==> config.mk <==
export PLATFORM = sky130hd
export DESIGN_NAME = qrp_sat
export DESIGN_NICKNAME = d
export VERILOG_FILES = /design/src/rtl/qrp_pkg.sv /design/src/rtl/qrp_sat.sv
export SDC_FILE = /design/constraint.sdc
export NUM_CORES = 1
export LEC_CHECK = 0
export ABC_AREA = 1
export BUFFER_PORTS_ARGS = -buffer_cell sky130_fd_sc_hd__clkbuf_2
export CAP_MARGIN = 10
export CORE_ASPECT_RATIO = 1.1
export CORE_MARGIN = 2
export CORE_UTILIZATION = 47
export DETAILED_ROUTE_END_ITERATION = 8
export GPL_TIMING_DRIVEN = 0
export PLACE_DENSITY_LB_ADDON = 0.1
export SYNTH_ARGS = -nofsm -noshare
export SYNTH_HDL_FRONTEND = slang
export SYNTH_SLANG_ARGS = --single-unit
==> constraint.sdc <==
create_clock -name clk_i -period 1.7 [get_ports clk_i]
set_input_delay 0.085 -clock clk_i [delete_from_list [all_inputs] [get_ports clk_i]]
set_output_delay 0.085 -clock clk_i [all_outputs]
set_load 0.005 [all_outputs]
==> src/rtl/qrp_pkg.sv <==
`timescale 1ns / 1ps
// Package for the quaternion point rotation unit.
// Holds the register map, fixed register widths and the pipeline control struct.
// No dependencies.
package qrp_pkg;

  // Quaternion registers are fixed at 16 bits, signed fixed point.
  localparam int QREG_BITS = 16;
  localparam int NUM_REGS = 4;
  localparam int PADDR_W = 4;
  localparam int PDATA_W = 32;

  // Scalar part resets to 1.0 (16384 with 14 fraction bits).
  localparam logic signed [QREG_BITS-1:0] QUAT_W_RESET = 16'sd16384;

  // Register index, taken from paddr[3:2].
  typedef enum logic [1:0] {
    REG_QUAT_W = 2'd0,
    REG_QUAT_X = 2'd1,
    REG_QUAT_Y = 2'd2,
    REG_QUAT_Z = 2'd3
  } qrp_reg_e;

  // Control that travels with the last pipeline stage.
  typedef struct packed {
    logic en;   // pipeline advances this cycle
    logic vld;  // word in the stage before the output register
  } qrp_ctrl_t;

endpackage

==> src/rtl/qrp_sat.sv <==
`timescale 1ns / 1ps
// Output stage of the quaternion point rotation unit: clamps three coordinates
// to the output width, raises the clip flag and holds the output word.
// Depends on qrp_pkg.
module qrp_sat #(
  parameter int COORD_BITS = 16,
  parameter int ACC_BITS = 24
) (
  input  logic                         clk_i,
  input  logic                         rst_ni,
  input  qrp_pkg::qrp_ctrl_t           ctrl_i,
  input  logic signed [ACC_BITS-1:0]   acc_i [3],
  output logic                         valid_o,
  output logic signed [COORD_BITS-1:0] rot_o [3],
  output logic                         clip_o
);

  localparam logic signed [ACC_BITS-1:0] MAX_V =
    ACC_BITS'({1'b0, {(COORD_BITS-1){1'b1}}});
  localparam logic signed [ACC_BITS-1:0] MIN_V = -MAX_V - ACC_BITS'(1);

  logic signed [COORD_BITS-1:0] rot_d [3];
  logic [2:0]                   hit;
  logic                         valid_q;
  logic signed [COORD_BITS-1:0] rot_q [3];
  logic                         clip_q;

  // Clamp each coordinate and note whether it was out of range.
  always_comb begin
    for (int i = 0; i < 3; i++) begin
      if (acc_i[i] > MAX_V) begin
        rot_d[i] = MAX_V[COORD_BITS-1:0];
        hit[i]   = 1'b1;
      end else if (acc_i[i] < MIN_V) begin
        rot_d[i] = MIN_V[COORD_BITS-1:0];
        hit[i]   = 1'b1;
      end else begin
        rot_d[i] = acc_i[i][COORD_BITS-1:0];
        hit[i]   = 1'b0;
      end
    end
  end

  // Output valid bit.
  always_ff @(posedge clk_i or negedge rst_ni) begin
    if (!rst_ni) begin
      valid_q <= 1'b0;
    end else if (ctrl_i.en) begin
      valid_q <= ctrl_i.vld;
    end
  end

  // Output payload.
  always_ff @(posedge clk_i) begin
    if (ctrl_i.en) begin
      rot_q  <= rot_d;
      clip_q <= |hit;
    end
  end

  assign valid_o = valid_q;
  assign rot_o   = rot_q;
  assign clip_o  = clip_q;

endmodule

* Word-level counts from Yosys, hierarchy flattened *
Index checks and enable logic that the tools add are counted.
W data, S select, Z words.

operators by class
  reduce and logical (&&, ||, !) cells = 1
  mux-type cells = 9
  order comparisons = 6

operators by type and width
  kind                    count
  $gt A24 B16 Y1 const B  3
  $lt A24 B16 Y1 const B  3
  $mux W16                3
  $mux W1                 6
  $reduce_or A3 Y1        1

word-level totals
  word-level logic and storage cells = 21
  input bits = 76
  bits in registers = 50
  output and inout port bits = 50

* Longest topological paths before layout *
  word-level depth = 4
  gate-level depth with buffers = 7
  depth with buffers taken out = 7

* Least setup slack after synthesis *
No wires, ideal clock.

  path type = input to register
  from = in acc_i[40] (netlist bit)
  to = reg rot_q (netlist bit rot_o[21]) (data pin)
  buffers on the path = 1
  library setup time = 256 ps
  slack = 771 ps
  stages = 5
  required time = 1444 ps
  arrival = 673 ps
  cell sequence = nor2_1 > nand2_1 > o21ai_4 > buf_6 > o21ai_2

between the ends
  cells in the longest elaborated chain, start to end = 2
  elaborated cells on any way between the ends = 3
  those cells by class = order compare: 2; mux: 1

ends and longest elaborated chain
  element                 line           text
  start: declaration      qrp_sat.sv:12  input logic signed [ACC_BITS-1:0] acc_i [3],
  $lt A24 B16 Y1          qrp_sat.sv:34  end else if (acc_i[i] < MIN_V) begin
  $mux W16                qrp_sat.sv:34
  end signal: assignment  qrp_sat.sv:56  rot_q <= rot_d;
  end: declaration        qrp_sat.sv:25  logic signed [COORD_BITS-1:0] rot_q [3];

Parallel ways exist; a longest one is shown, timed or not.
A chain may end at the register's enable or synchronous reset.

* Worst setup path in the final report *
  from = reg rot_q (netlist bit rot_o[18])
  to = out rot_o[18] (netlist bit)

RTL lines
  element           line           text
  end: declaration  qrp_sat.sv:14  output logic signed [COORD_BITS-1:0] rot_o [3],

No word-level cell between the ends.

==> impl_metrics.toml <==
[critical_path]
rrSetupSlack_ps = 960
crit_path_cell_trace = "clkbuf_2"
r2r_cells = 1
slowest_delay_ps = 390
setup.worst_path.end_class = "output port"
slowest_stage = "edfxtp_1"
cp_num_buf_inv = 1
timing.rr.end = "valid_o"
path_delay_family = "flip-flops"
critical_path.startpoint_type = "flop"
crit-reg2reg-launch = "valid_o"
critPathKind = "reg -> out"
worstPathMaxFanout = 1
arrival_ps = 810
worstPathRequired_ps = 1620

[cts]
cts_tree = "built"
cts_resized = 0
root_buffer = "clkbuf_8"
clkTransAtPathRegs_ps = 90
numCtsBuffers = 5
clock_latency_ps = 290
ctsHtreeMaxLevel = 2
clkSinkCount = 50
ctsLongestPathBuffers = 2

[global_route]
grt_pass1_wl_mm = 7.33
grt_max_degree = 51
grtUsageTotal = 0.173
grt_pass1_vias = 1638
grt.overflow.total = 0
grt_antenna_before_repair = 0

[place]
place_ws_ps = 125
gp_congestion = 0.723
dpl_cell_area_sq_um = 2920
portBuffers = 125
place_inst = 388
hpwl_mm = 3.37

[sta]
setup_tns_ps = 0
setup_viol = 0
rsz0062_at_grt = "no"
period_minus_slack_ps = 897
slew_headroom = 0.561
finalCritPeriodShare = 0.528
fin_ws_ps = 803
hold_viol = 0
finalClockSkew_ps = 0
worst_slew_pin_slew_ps = 658
hold_slack_ps = 21.2
max_freq_mhz = 1110
slew_viol_final = 0

[cells_and_area]
fillers = 366
fin_cells = 398
n_antenna_cell = 0
drive_gt1_frac = 0.465
fin_nets = 417
final_area_sq_um = 3070
area_growth_pct = 37.8
fin_util = 0.664

[logic_synthesis]
synth_cells = 207
yosys.area.top_type = "edfxtp_1"
yosysTopAreaCellShare = 0.661
ys_warn_count = 0
synth_nets = 283
synth_seq_area_share = 0.672
synth.distinct_cells = 19
synth-seq-cells = 50
netlist_area_sq_um = 2230
synth.area.top_cells = "edfxtp_1, nand2_1, o21ai_2"
syn_area_per_cell_sq_um = 10.8

[hold_path]
hold_end = "valid_o"
worstHoldPathCells = 2
hp-start = "ctrl_i[0]"
hold_path.class = "in -> reg"

[run]
drv_cap = 0

[floorplan]
ios = 126
core_sq_um = 4620
dieArea_sq_um = 5310
die_w_um = 69.6
die_h_um = 76.2
start_util = 0.482
rows = 26

[status]
outcome = "completed"

[power_and_ir_drop]
power.density_nw_per_um2 = 880
p_leak_nw = 1.52
vdd_drop_max_v = 0.000394
power_mw = 2.70

[detailed_routing]
dr.pass1.iters = 4
detail_route.iter0.violations = 91
ant_nets = 0
drc = 0
vias = 1800
routedWlPerCell_um = 11.2
viasPerCell = 4.52
wl_mm = 4.44
-- timing repair --
action | in CTS | in global routing
hold buffers | 1 | 0
endpoints found under the hold margin | 1 | 0
buffers inserted | 0 | 0
-- cells in the mapped netlist, drive strengths merged --
| cell | instances |
|---|---|
| o21ai | 16 |
| edfxtp | 49 |
| nor2 | 23 |
| clkbuf | 2 |
| a21oi | 3 |
| nand2 | 82 |
| inv | 22 |
| buf | 7 |
| mux2 | 1 |
| nand3 | 1 |
| dfrtp | 1 |
-- flip-flops by register name, indices dropped and copies added, names as in the netlist --
name and count:
rot_o 48, clip_o 1, valid_o 1
-- where the power goes --
part	leakage, nW	switching [mW]	total [mW]	internal [mW]
Clock	0.0579	0.385	0.818	0.433
Sequential	0.495	0.0271	1.50	1.47
Combinational	0.966	0.191	0.382	0.191
Total	1.52	0.603	2.70	2.10
-- placed cells by master, fill, tap and decap left out, types with 2 or more instances in the layout --
| master | n |
|---|---|
| clkbuf_8 | 5 |
| clkbuf_2 | 125 |
| clkbuf_1 | 2 |
| edfxtp_1 | 49 |
| inv_2 | 2 |
| nand2_1 | 80 |
| inv_1 | 20 |
| buf_6 | 5 |
| o21ai_0 | 5 |
| a21oi_2 | 2 |
| o21ai_2 | 10 |
| nor2_1 | 23 |
| clkinv_2 | 2 |
-- layer usage --
layer	share of wire	up-vias	GRT usage
met5	0	-	0
met4	0.013	0	0.0635
met3	0.081	5	0.0450
met2	0.49	79	0.290
met1	0.41	784	0.215
li1	-	932	-
-- layout make-up --
class | instances | area (sq um) | share of cell area
Buffer | 9 | 76.3 | 0.0249
Clock inverter | 3 | 40.0 | 0.0130
Inverter | 22 | 82.6 | 0.0269
Clock buffer | 5 | 68.8 | 0.0224
Timing Repair Buffer | 127 | 663 | 0.216
Tap cell | 56 | 70.1 | 0.0228
Sequential cell | 50 | 1500 | 0.488
Multi-Input combinational cell | 126 | 572 | 0.186
-- cell families after synthesis --
logic type | count (synthesis) | synth area share
and+or+nand+nor | 106 | 0.184
DFF | 50 | 0.672
buffers and inverters | 31 | 0.0713
AOI/OAI and AO/OA | 19 | 0.0680
muxes | 1 | 0.00506
-- worst max-delay path by stage --
stage           endpoint  slack, ps  cells past startpoint       from
2_1_floorplan  rot_o[21]        770                      5  acc_i[40]
3_3_place_gp     valid_o        140                      2  ctrl_i[1]
3_5_place_dp     valid_o        120                      2  ctrl_i[1]
4_1_cts          valid_o        430                      2  ctrl_i[1]
5_1_grt           clip_o        760                      1     clip_o
6_report       rot_o[18]        800                      1  rot_o[18]
Note: power is estimated with default switching activity, not from simulation.
